[src/hdl/md5_pkg.sv]
`timescale 1ns / 1ps
`default_nettype none
// ---------------------------------------------------------------------------
// md5_pkg
// Shared types, round constants and round helper functions for the MD5 engine.
// ---------------------------------------------------------------------------
package md5_pkg;

  // Padding marker byte appended after the message
  localparam logic [7:0] PAD_BYTE     = 8'h80;
  // First block word that carries the bit length
  localparam logic [3:0] LEN_WORD_LO  = 4'd14;
  localparam logic [3:0] LEN_WORD_HI  = 4'd15;
  // Byte position where the length field starts
  localparam logic [5:0] LEN_BYTE_POS = 6'd56;

  // One input item
  typedef struct packed {
    logic [7:0] message_byte;
    logic       byte_valid;
    logic       last_byte;
  } in_item_t;

  // One result item
  typedef struct packed {
    logic [31:0] digest_word;
    logic [1:0]  word_index;
    logic        last_word;
  } out_item_t;

  // Control from the sequencer to the round unit
  typedef struct packed {
    logic       load;
    logic       step;
    logic [5:0] rnd;
  } rnd_ctrl_t;

  // Sequencer states, one-hot
  typedef enum logic [5:0] {
    ST_IDLE  = 6'b000001,
    ST_LOAD  = 6'b000010,
    ST_ROUND = 6'b000100,
    ST_ADD   = 6'b001000,
    ST_PAD   = 6'b010000,
    ST_OUT   = 6'b100000
  } state_t;

  // Initial chaining value
  function automatic logic [31:0] init_word(input logic [1:0] idx);
    logic [31:0] w;
    case (idx)
      2'd0:    w = 32'h67452301;
      2'd1:    w = 32'hEFCDAB89;
      2'd2:    w = 32'h98BADCFE;
      default: w = 32'h10325476;
    endcase
    return w;
  endfunction

  // Per-round additive constant
  function automatic logic [31:0] round_k(input logic [5:0] i);
    logic [31:0] k;
    case (i)
      6'd0:  k = 32'hd76aa478; 6'd1:  k = 32'he8c7b756;
      6'd2:  k = 32'h242070db; 6'd3:  k = 32'hc1bdceee;
      6'd4:  k = 32'hf57c0faf; 6'd5:  k = 32'h4787c62a;
      6'd6:  k = 32'ha8304613; 6'd7:  k = 32'hfd469501;
      6'd8:  k = 32'h698098d8; 6'd9:  k = 32'h8b44f7af;
      6'd10: k = 32'hffff5bb1; 6'd11: k = 32'h895cd7be;
      6'd12: k = 32'h6b901122; 6'd13: k = 32'hfd987193;
      6'd14: k = 32'ha679438e; 6'd15: k = 32'h49b40821;
      6'd16: k = 32'hf61e2562; 6'd17: k = 32'hc040b340;
      6'd18: k = 32'h265e5a51; 6'd19: k = 32'he9b6c7aa;
      6'd20: k = 32'hd62f105d; 6'd21: k = 32'h02441453;
      6'd22: k = 32'hd8a1e681; 6'd23: k = 32'he7d3fbc8;
      6'd24: k = 32'h21e1cde6; 6'd25: k = 32'hc33707d6;
      6'd26: k = 32'hf4d50d87; 6'd27: k = 32'h455a14ed;
      6'd28: k = 32'ha9e3e905; 6'd29: k = 32'hfcefa3f8;
      6'd30: k = 32'h676f02d9; 6'd31: k = 32'h8d2a4c8a;
      6'd32: k = 32'hfffa3942; 6'd33: k = 32'h8771f681;
      6'd34: k = 32'h6d9d6122; 6'd35: k = 32'hfde5380c;
      6'd36: k = 32'ha4beea44; 6'd37: k = 32'h4bdecfa9;
      6'd38: k = 32'hf6bb4b60; 6'd39: k = 32'hbebfbc70;
      6'd40: k = 32'h289b7ec6; 6'd41: k = 32'heaa127fa;
      6'd42: k = 32'hd4ef3085; 6'd43: k = 32'h04881d05;
      6'd44: k = 32'hd9d4d039; 6'd45: k = 32'he6db99e5;
      6'd46: k = 32'h1fa27cf8; 6'd47: k = 32'hc4ac5665;
      6'd48: k = 32'hf4292244; 6'd49: k = 32'h432aff97;
      6'd50: k = 32'hab9423a7; 6'd51: k = 32'hfc93a039;
      6'd52: k = 32'h655b59c3; 6'd53: k = 32'h8f0ccc92;
      6'd54: k = 32'hffeff47d; 6'd55: k = 32'h85845dd1;
      6'd56: k = 32'h6fa87e4f; 6'd57: k = 32'hfe2ce6e0;
      6'd58: k = 32'ha3014314; 6'd59: k = 32'h4e0811a1;
      6'd60: k = 32'hf7537e82; 6'd61: k = 32'hbd3af235;
      6'd62: k = 32'h2ad7d2bb; default: k = 32'heb86d391;
    endcase
    return k;
  endfunction

  // Rotate amount by phase and round position within a group of four
  function automatic logic [4:0] round_shift(input logic [1:0] phase, input logic [1:0] q);
    logic [4:0] s;
    case ({phase, q})
      4'b00_00: s = 5'd7;  4'b00_01: s = 5'd12; 4'b00_10: s = 5'd17; 4'b00_11: s = 5'd22;
      4'b01_00: s = 5'd5;  4'b01_01: s = 5'd9;  4'b01_10: s = 5'd14; 4'b01_11: s = 5'd20;
      4'b10_00: s = 5'd4;  4'b10_01: s = 5'd11; 4'b10_10: s = 5'd16; 4'b10_11: s = 5'd23;
      4'b11_00: s = 5'd6;  4'b11_01: s = 5'd10; 4'b11_10: s = 5'd15; default: s = 5'd21;
    endcase
    return s;
  endfunction

  // Message word used in round i
  function automatic logic [3:0] msg_index(input logic [5:0] i);
    logic [3:0] q;
    logic [3:0] g;
    q = i[3:0];
    case (i[5:4])
      2'd0:    g = q;
      2'd1:    g = 4'(q * 4'd5 + 4'd1);
      2'd2:    g = 4'(q * 4'd3 + 4'd5);
      default: g = 4'(q * 4'd7);
    endcase
    return g;
  endfunction

  // Nonlinear mixing function of each phase
  function automatic logic [31:0] mix(input logic [1:0] phase, input logic [31:0] b,
                                     input logic [31:0] c, input logic [31:0] d);
    logic [31:0] f;
    case (phase)
      2'd0:    f = (b & c) | (~b & d);
      2'd1:    f = (b & d) | (c & ~d);
      2'd2:    f = b ^ c ^ d;
      default: f = c ^ (b | ~d);
    endcase
    return f;
  endfunction

  // Left rotate
  function automatic logic [31:0] rotl32(input logic [31:0] x, input logic [4:0] n);
    logic [63:0] dbl;
    dbl = {x, x} << n;
    return dbl[63:32];
  endfunction

endpackage
`default_nettype wire

[src/hdl/md5_hash_engine.sv]
`timescale 1ns / 1ps
`default_nettype none
// Bytes are taken one per cycle while idle; in_ready is low in every other state. Each full
// 64-byte block is hashed by a load, 64 rounds reading the block buffer once per round and
// a chaining add. After the last item come up to 16 padding writes and the hashing of each
// padded block (two blocks when 56 or more bytes sit in the final block), then four result
// items, one per cycle while out_ready is high.
// Reset (synchronous, rst_n low) restores the initial vector and clears the byte count.
// ---------------------------------------------------------------------------
// md5_hash_engine
// MD5 digest over a byte stream, block buffer in a synchronous memory.
// ---------------------------------------------------------------------------
module md5_hash_engine (
  input  wire logic                clk,
  input  wire logic                rst_n,
  input  wire logic                in_valid,
  output logic                     in_ready,
  input  wire md5_pkg::in_item_t   in_data,
  output logic                     out_valid,
  input  wire logic                out_ready,
  output md5_pkg::out_item_t       out_data
);

  md5_pkg::state_t    state_r, state_nxt;
  logic [63:0]        cnt_r, cnt_nxt;
  logic [31:0]        wbuf_r, wbuf_nxt;
  logic [5:0]         rnd_r, rnd_nxt;
  logic [3:0]         pw_r, pw_nxt;
  logic               pfirst_r, pfirst_nxt;
  logic               len_ok_r, len_ok_nxt;
  logic               final_r, final_nxt;
  logic               pad_done_r, pad_done_nxt;
  logic [1:0]         oidx_r, oidx_nxt;
  logic [3:0][31:0]   chain_r, chain_nxt;

  logic               mem_we;
  logic [3:0]         mem_waddr;
  logic [31:0]        mem_wdata;
  logic [3:0]         mem_raddr;
  logic [31:0]        mem_rdata;

  md5_pkg::rnd_ctrl_t rctrl;
  logic [3:0][31:0]   work;

  logic               in_acc;
  logic               out_acc;
  logic [5:0]         pos;
  logic [63:0]        bit_len;
  logic [31:0]        keep_mask;
  logic [31:0]        pad_word;

  assign in_acc  = in_valid & in_ready;
  assign out_acc = out_valid & out_ready;
  assign pos     = cnt_r[5:0];
  assign bit_len = {cnt_r[60:0], 3'b000};

  // block buffer
  md5_blk_mem u_mem (
    .clk     (clk),
    .wr_en   (mem_we),
    .wr_addr (mem_waddr),
    .wr_data (mem_wdata),
    .rd_addr (mem_raddr),
    .rd_data (mem_rdata)
  );

  // round unit
  md5_round u_round (
    .clk        (clk),
    .ctrl       (rctrl),
    .init_words (chain_r),
    .msg_word   (mem_rdata),
    .work       (work)
  );

  // padding word: packed bytes and the marker byte first, then zeros, length in words 14 and 15
  always_comb begin
    keep_mask = ~(32'hFFFF_FFFF << {cnt_r[1:0], 3'b000});
    pad_word  = 32'd0;
    if (pfirst_r) begin
      pad_word = (wbuf_r & keep_mask) | (32'(md5_pkg::PAD_BYTE) << {cnt_r[1:0], 3'b000});
    end
    if (len_ok_r && pw_r == md5_pkg::LEN_WORD_LO) begin
      pad_word = bit_len[31:0];
    end else if (len_ok_r && pw_r == md5_pkg::LEN_WORD_HI) begin
      pad_word = bit_len[63:32];
    end
  end

  // sequencer
  always_comb begin
    state_nxt    = state_r;
    cnt_nxt      = cnt_r;
    wbuf_nxt     = wbuf_r;
    rnd_nxt      = rnd_r;
    pw_nxt       = pw_r;
    pfirst_nxt   = pfirst_r;
    len_ok_nxt   = len_ok_r;
    final_nxt    = final_r;
    pad_done_nxt = pad_done_r;
    oidx_nxt     = oidx_r;
    chain_nxt    = chain_r;
    in_ready     = 1'b0;
    out_valid    = 1'b0;
    mem_we       = 1'b0;
    mem_waddr    = pos[5:2];
    mem_wdata    = wbuf_nxt;
    mem_raddr    = md5_pkg::msg_index(rnd_r);
    rctrl.load   = 1'b0;
    rctrl.step   = 1'b0;
    rctrl.rnd    = rnd_r;

    case (state_r)
      md5_pkg::ST_IDLE: begin
        in_ready = 1'b1;
        if (in_acc) begin
          // pack the byte; a full word goes to the buffer
          if (in_data.byte_valid) begin
            if (pos[1:0] == 2'd0) begin
              wbuf_nxt = 32'(in_data.message_byte);
            end else begin
              wbuf_nxt = wbuf_r | (32'(in_data.message_byte) << {pos[1:0], 3'b000});
            end
            mem_we    = (pos[1:0] == 2'd3);
            mem_waddr = pos[5:2];
            mem_wdata = wbuf_nxt;
            cnt_nxt   = cnt_r + 64'd1;
          end
          // end of message: set up padding
          if (in_data.last_byte) begin
            final_nxt  = 1'b1;
            pw_nxt     = cnt_nxt[5:2];
            pfirst_nxt = 1'b1;
            len_ok_nxt = (cnt_nxt[5:0] < md5_pkg::LEN_BYTE_POS);
          end
          if (in_data.byte_valid && pos == 6'd63) begin
            state_nxt = md5_pkg::ST_LOAD;
          end else if (in_data.last_byte) begin
            state_nxt = md5_pkg::ST_PAD;
          end
        end
      end

      md5_pkg::ST_LOAD: begin
        // copy chain into working words, fetch word of round 0
        rctrl.load = 1'b1;
        mem_raddr  = md5_pkg::msg_index(6'd0);
        rnd_nxt    = 6'd0;
        state_nxt  = md5_pkg::ST_ROUND;
      end

      md5_pkg::ST_ROUND: begin
        // one round; fetch the next round's word
        rctrl.step = 1'b1;
        mem_raddr  = md5_pkg::msg_index(rnd_r + 6'd1);
        rnd_nxt    = rnd_r + 6'd1;
        if (rnd_r == 6'd63) begin
          state_nxt = md5_pkg::ST_ADD;
        end
      end

      md5_pkg::ST_ADD: begin
        for (int i = 0; i < 4; i++) begin
          chain_nxt[i] = chain_r[i] + work[i];
        end
        if (!final_r) begin
          state_nxt = md5_pkg::ST_IDLE;
        end else if (pad_done_r) begin
          oidx_nxt  = 2'd0;
          state_nxt = md5_pkg::ST_OUT;
        end else begin
          // length did not fit: second padding block of zeros and length
          if (!len_ok_r) begin
            pw_nxt     = 4'd0;
            pfirst_nxt = 1'b0;
            len_ok_nxt = 1'b1;
          end
          state_nxt = md5_pkg::ST_PAD;
        end
      end

      md5_pkg::ST_PAD: begin
        // one padding word per cycle up to the end of the block
        mem_we     = 1'b1;
        mem_waddr  = pw_r;
        mem_wdata  = pad_word;
        pfirst_nxt = 1'b0;
        pw_nxt     = pw_r + 4'd1;
        if (pw_r == md5_pkg::LEN_WORD_HI) begin
          pad_done_nxt = len_ok_r;
          state_nxt    = md5_pkg::ST_LOAD;
        end
      end

      md5_pkg::ST_OUT: begin
        out_valid = 1'b1;
        if (out_acc) begin
          oidx_nxt = oidx_r + 2'd1;
          if (oidx_r == 2'd3) begin
            // re-arm for the next message
            for (int i = 0; i < 4; i++) begin
              chain_nxt[i] = md5_pkg::init_word(2'(i));
            end
            cnt_nxt      = 64'd0;
            final_nxt    = 1'b0;
            pad_done_nxt = 1'b0;
            state_nxt    = md5_pkg::ST_IDLE;
          end
        end
      end

      default: begin
        state_nxt = md5_pkg::ST_IDLE;
      end
    endcase
  end

  // result item
  always_comb begin
    out_data.digest_word = chain_r[oidx_r];
    out_data.word_index  = oidx_r;
    out_data.last_word   = (oidx_r == 2'd3);
  end

  // control and chaining registers
  always_ff @(posedge clk) begin
    if (!rst_n) begin
      state_r    <= md5_pkg::ST_IDLE;
      cnt_r      <= 64'd0;
      rnd_r      <= 6'd0;
      pw_r       <= 4'd0;
      pfirst_r   <= 1'b0;
      len_ok_r   <= 1'b0;
      final_r    <= 1'b0;
      pad_done_r <= 1'b0;
      oidx_r     <= 2'd0;
      for (int i = 0; i < 4; i++) begin
        chain_r[i] <= md5_pkg::init_word(2'(i));
      end
    end else begin
      state_r    <= state_nxt;
      cnt_r      <= cnt_nxt;
      rnd_r      <= rnd_nxt;
      pw_r       <= pw_nxt;
      pfirst_r   <= pfirst_nxt;
      len_ok_r   <= len_ok_nxt;
      final_r    <= final_nxt;
      pad_done_r <= pad_done_nxt;
      oidx_r     <= oidx_nxt;
      chain_r    <= chain_nxt;
    end
  end

  // word assembly register
  always_ff @(posedge clk) begin
    wbuf_r <= wbuf_nxt;
  end

endmodule
`default_nettype wire

[src/hdl/md5_blk_mem.sv]
`timescale 1ns / 1ps
`default_nettype none
// ---------------------------------------------------------------------------
// md5_blk_mem
// 16 x 32 block buffer, one write port and one registered read port.
// ---------------------------------------------------------------------------
module md5_blk_mem (
  input  wire logic        clk,
  input  wire logic        wr_en,
  input  wire logic [3:0]  wr_addr,
  input  wire logic [31:0] wr_data,
  input  wire logic [3:0]  rd_addr,
  output logic      [31:0] rd_data
);

  logic [31:0] mem [16];
  logic [31:0] rd_data_r;

  // write port
  always_ff @(posedge clk) begin
    if (wr_en) begin
      mem[wr_addr] <= wr_data;
    end
  end

  // read port, registered
  always_ff @(posedge clk) begin
    rd_data_r <= mem[rd_addr];
  end

  assign rd_data = rd_data_r;

endmodule
`default_nettype wire

[src/hdl/md5_round.sv]
`timescale 1ns / 1ps
`default_nettype none
// ---------------------------------------------------------------------------
// md5_round
// Working registers a, b, c, d and one MD5 round step per cycle while ctrl.step is high.
// ---------------------------------------------------------------------------
module md5_round (
  input  wire logic                 clk,
  input  wire md5_pkg::rnd_ctrl_t   ctrl,
  input  wire logic [3:0][31:0]     init_words,
  input  wire logic [31:0]          msg_word,
  output logic      [3:0][31:0]     work
);

  logic [3:0][31:0] work_r;
  logic [3:0][31:0] work_nxt;
  logic [1:0]       phase;
  logic [31:0]      f_val;
  logic [31:0]      sum;
  logic [31:0]      new_b;

  // round datapath
  always_comb begin
    phase = ctrl.rnd[5:4];
    f_val = md5_pkg::mix(phase, work_r[1], work_r[2], work_r[3]);
    sum   = work_r[0] + f_val + md5_pkg::round_k(ctrl.rnd) + msg_word;
    new_b = work_r[1] + md5_pkg::rotl32(sum, md5_pkg::round_shift(phase, ctrl.rnd[1:0]));
  end

  // load from chaining value or advance one round
  always_comb begin
    work_nxt = work_r;
    if (ctrl.load) begin
      work_nxt = init_words;
    end else if (ctrl.step) begin
      work_nxt[0] = work_r[3];
      work_nxt[1] = new_b;
      work_nxt[2] = work_r[1];
      work_nxt[3] = work_r[2];
    end
  end

  always_ff @(posedge clk) begin
    work_r <= work_nxt;
  end

  assign work = work_r;

endmodule
`default_nettype wire
[config.mk]
export PLATFORM = sky130hd
export DESIGN_NAME = md5_hash_engine
export DESIGN_NICKNAME = d
export VERILOG_FILES = /design/src/hdl/md5_pkg.sv /design/src/hdl/md5_hash_engine.sv /design/src/hdl/md5_blk_mem.sv /design/src/hdl/md5_round.sv
export SDC_FILE = /design/constraint.sdc
export NUM_CORES = 2
export LEC_CHECK = 0
export ABC_AREA = 1
export BUFFER_PORTS_ARGS = -buffer_cell sky130_fd_sc_hd__buf_2
export CORE_MARGIN = 8
export CORE_UTILIZATION = 55
export DETAILED_ROUTE_END_ITERATION = 8
export PLACE_DENSITY = 0.76
export SKIP_LAST_GASP = 1
export SYNTH_ARGS = -nofsm -noshare
export SYNTH_HDL_FRONTEND = slang
export SYNTH_HIERARCHICAL = 1
export SYNTH_SLANG_ARGS = --single-unit
[constraint.sdc]
create_clock -name clk -period 6.8 [get_ports clk]
set_input_delay 1.36 -clock clk [delete_from_list [all_inputs] [get_ports clk]]
set_output_delay 1.36 -clock clk [all_outputs]
set_load 0.03 [all_outputs]
==> summary.md <==
| Metric | Value |
|---|---|
| Via count of the first global-routing pass | `60804` |
| Type of the most critical hold path | `reg -> reg` |
| Static leakage power | `34.4 nW` |
| Predominant post-synthesis flop cell | `edfxtp_1` |
| Detail Route Antenna Nets | `0` |
| Clock-pin slew on the worst setup and hold paths | `0.07 ns` |
| Syn. warnings | `6` |
| Critical path required time | `7.27 ns` |
| Clock buffer count from CTS | `97` |
| Slew at the pin closest to its max-slew limit | `1.28 ns` |
| Cell types occupying the most area after synthesis | `edfxtp_1 (32%), nand2_1 (15%), nand3_1 (7.9%), dfxtp_1 (7.8%), inv_1 (7.5%)` |
| Distinct cell type count of the synthesized netlist | `74` |
| Share of flip-flops with an asynchronous set or reset after synthesis | `0%` |
| Minimum clock period | `7.01 ns` |
| Global-route wire length before repair | `373 mm` |
| Violated checks | `negative setup slack` |
| Final max-slew violation count | `0` |
| Setup skew after layout | `0.0502 ns` |
| Worst Path Max Fanout | `4` |
| Peak supply drop | `0.000442 V` |
| Utilization after layout | `68.2%` |
| Sort of element at the end of the critical path | `flip-flop` |
| CTS root buffer | `clkbuf_16` |
| Maximum root-to-sink buffer count | `3` |
| Maximum level of the CTS H-tree | `3` |
| Most common cell type on the critical path | `nand2_1` |
| Die area | `124000 sq um` |
| Boundary Pins | `51` |
| Achievable clock frequency | `143 MHz` |
| Setup Viol. Count Final | `13` |
| Die Ht | `353 um` |
| Std-Cell Core Area | `112000 sq um` |
| Setup slack of the worst register-to-register path | `-0.21 ns` |
| Remaining DRCs | `0` |
| Area added between synthesis and finish | `22.9%` |
| Status | `finished with violations` |
| Die boundary width | `353 um` |
| Final weighted congestion of routability-driven global placement | `1.08` |
| RSZ-0062 raised after global routing | `yes` |
| Fraction of layout instances using a drive strength above 1 | `19.4%` |
| Delay of the slowest cell on the worst path | `0.50 ns` |
| Number of sinks driven by the clock tree | `915` |
| Count of flip-flops with a built-in enable after synthesis | `672` |
| Effective utilization at floorplan | `55.5%` |
| Global router's overall resource usage | `38.9%` |
| Critical-path cell with the highest stage delay | `fa_1` |
| Routed via count | `65344` |
| Path type of the worst setup path | `reg -> reg` |
| Cell accounting for the most synthesized area | `edfxtp_1` |
| Average cell area after synthesis | `7.25 sq um` |
| Total length of routed wires | `258 mm` |
| Pwr dens | `269 nW/um^2` |
| Fraction of the cycle the final worst path needs | `103%` |
| Fin. Hold Viols | `0` |
| Slew HR | `14.4%` |
| Via-to-Cell Ratio | `5.96` |
| Initial detailed-routing violation count | `8491` |
| Type of origin of the critical path | `flip-flop` |
| Sequential cell area fraction in the yosys report | `40.1%` |
| CP bufs+invs | `8` |
| HPWL reported at the end of detailed placement | `186 mm` |
| Post-synthesis cell area | `62400 sq um` |
| Clock latency of the later-clocked register in the worst-skew pair | `0.72 ns` |
| Post-route worst setup slack | `-0.213 ns` |
| Routed wire length per instance | `23.5 um` |
| Number of maximum-capacitance violations | `0` |
| Hold WS | `0.501 ns` |
| Nets | `9686` |
| Design Power | `0.0206 W` |
| Data arrival time of the critical path | `7.48 ns` |
| Most frequent cells after synthesis | `nand2_1 (2562), inv_1 (1253), nand3_1 (985)` |
| Initial DRT Pass Iterations | `6` |
| Kind of cell adding the most delay to the critical path | `compound AO/OA/AOI/OAI gates` |
| Number of synthesized register bits | `915` |
| Number of antenna violations at the first check in global routing | `4` |
| Count of input and output buffers | `50` |
| Global route total overflow | `0` |
| TritonCTS clock tree | `built` |
| Maximum number of pins on one net before global-route repair | `188` |
| Number of nets produced by synthesis | `8919` |
| Fill cells | `9192` |
| Top-area cell type share of the netlist area | `32.3%` |
| Most instantiated library cell after synthesis | `nand2_1` |
| Instance count of the mapped netlist | `8609` |
| Standard-cell rows | `123` |
-- flip-flops by register name (all words and copies together), names as in the netlist --
signal,flops
pfirst_r,1
oidx_r,2
u_round/work,128
u_mem/mem,512
wbuf_r,32
pw_r,4
u_mem/rd_data,32
rnd_r,6
pad_done_r,1
state_r,6
final_r,1
len_ok_r,1
cnt_r,61
chain_r,128
-- path summary, 6_finish.rpt --
path,from,to,cells past startpoint
setup / recovery,u_round/work[68],u_round/work[57],39
hold / removal,pad_done_r,pad_done_r,2
setup reg to reg,u_round/work[68],u_round/work[57],39
hold reg to reg,pad_done_r,pad_done_r,2
-- cells in the final DEF, fill, tap and decap left out, types with 18 or more instances in the layout --
master and count:
inv_1 1204, nand2_2 100, o211ai_1 53, o21ai_1 53, buf_2 50, dfxtp_1 236, xor2_1 53, ha_1 176
clkinv_2 24, nor3_1 58, clkbuf_16 98, inv_2 64, nand4_1 64, a21oi_1 452, nor2_2 32, o21ai_0 404
nor2_1 525, a211oi_1 18, nand3_2 101, o21bai_1 30, nand3_1 877, or2_2 30, buf_6 26, o22ai_1 60
a21oi_2 66, buf_4 893, nand3_4 18, nand2_1 2456, clkbuf_1 23, edfxtp_1 672, nor2_4 39, fa_2 18
fa_1 51, o21ai_2 23, nand2_4 28, ha_4 43
-- tightest hold or removal path: stages, from the launching register on --
cell and delay, ns:
dfxtp_1 0.32, inv_1 0.07, a211oi_1 0.06
-- routing by layer --
metal	global-route usage, %	vias to the layer above	wire (um)
met5	0	-	13
met4	27.9	2	23200
met3	6.46	1028	26000
met2	62.7	4079	117000
met1	47.2	30437	92200
li1	-	29798	-
-- through the flow --
step                      worst slack, ns  cell area (sq um)  setup TNS, ns  cells
after global placement             -0.638              69700          -9.27  10690
after global routing               -0.464              76700          -5.29  10961
after detailed placement           -0.696              69700         -10.75  10690
final                              -0.213              76700          -1.42  10964
after CTS                          -0.158              73400          -1.26  10883
after floorplan                   0.00382              62400              0   8609
-- power breakdown --
part           internal (W)  switching [W]
logic               0.00283        0.00478
registers           0.00730       0.000119
clock network       0.00315        0.00245
total                0.0133        0.00735
-- area by class of cell --
cell class	instances	area (sq um)	area share (%)
Clock buffer	126	2580	3.37
Inverter	1282	4860	6.33
Multi-Input combinational cell	6092	34000	44.3
Antenna cell	3	7.51	0.00979
Tap cell	1500	1880	2.45
Sequential cell	915	25100	32.7
Timing Repair Buffer	988	7630	9.94
Clock inverter	58	746	0.972
-- cell families after synthesis --
logic type / Yosys count / share of synthesized area (%)
simple gates: 4392 / 29.7
buf+inv: 1602 / 10.4
compound gates: 1318 / 11.8
flops: 915 / 40.1
fa+ha+maj: 296 / 6.77
xor+xnor: 84 / 1.19
mux: 2 / 0.0321
-- what timing repair did --
action                                  CTS  global route
endpoints found under the setup margin   24            26
pin swaps                                19           189
gates resized for setup                 104           627
hold buffers                              0             0
endpoints found under the hold margin     0             0
buffers inserted                          9            78
gates cloned                              0             1
(Power assumes the default switching activity.)
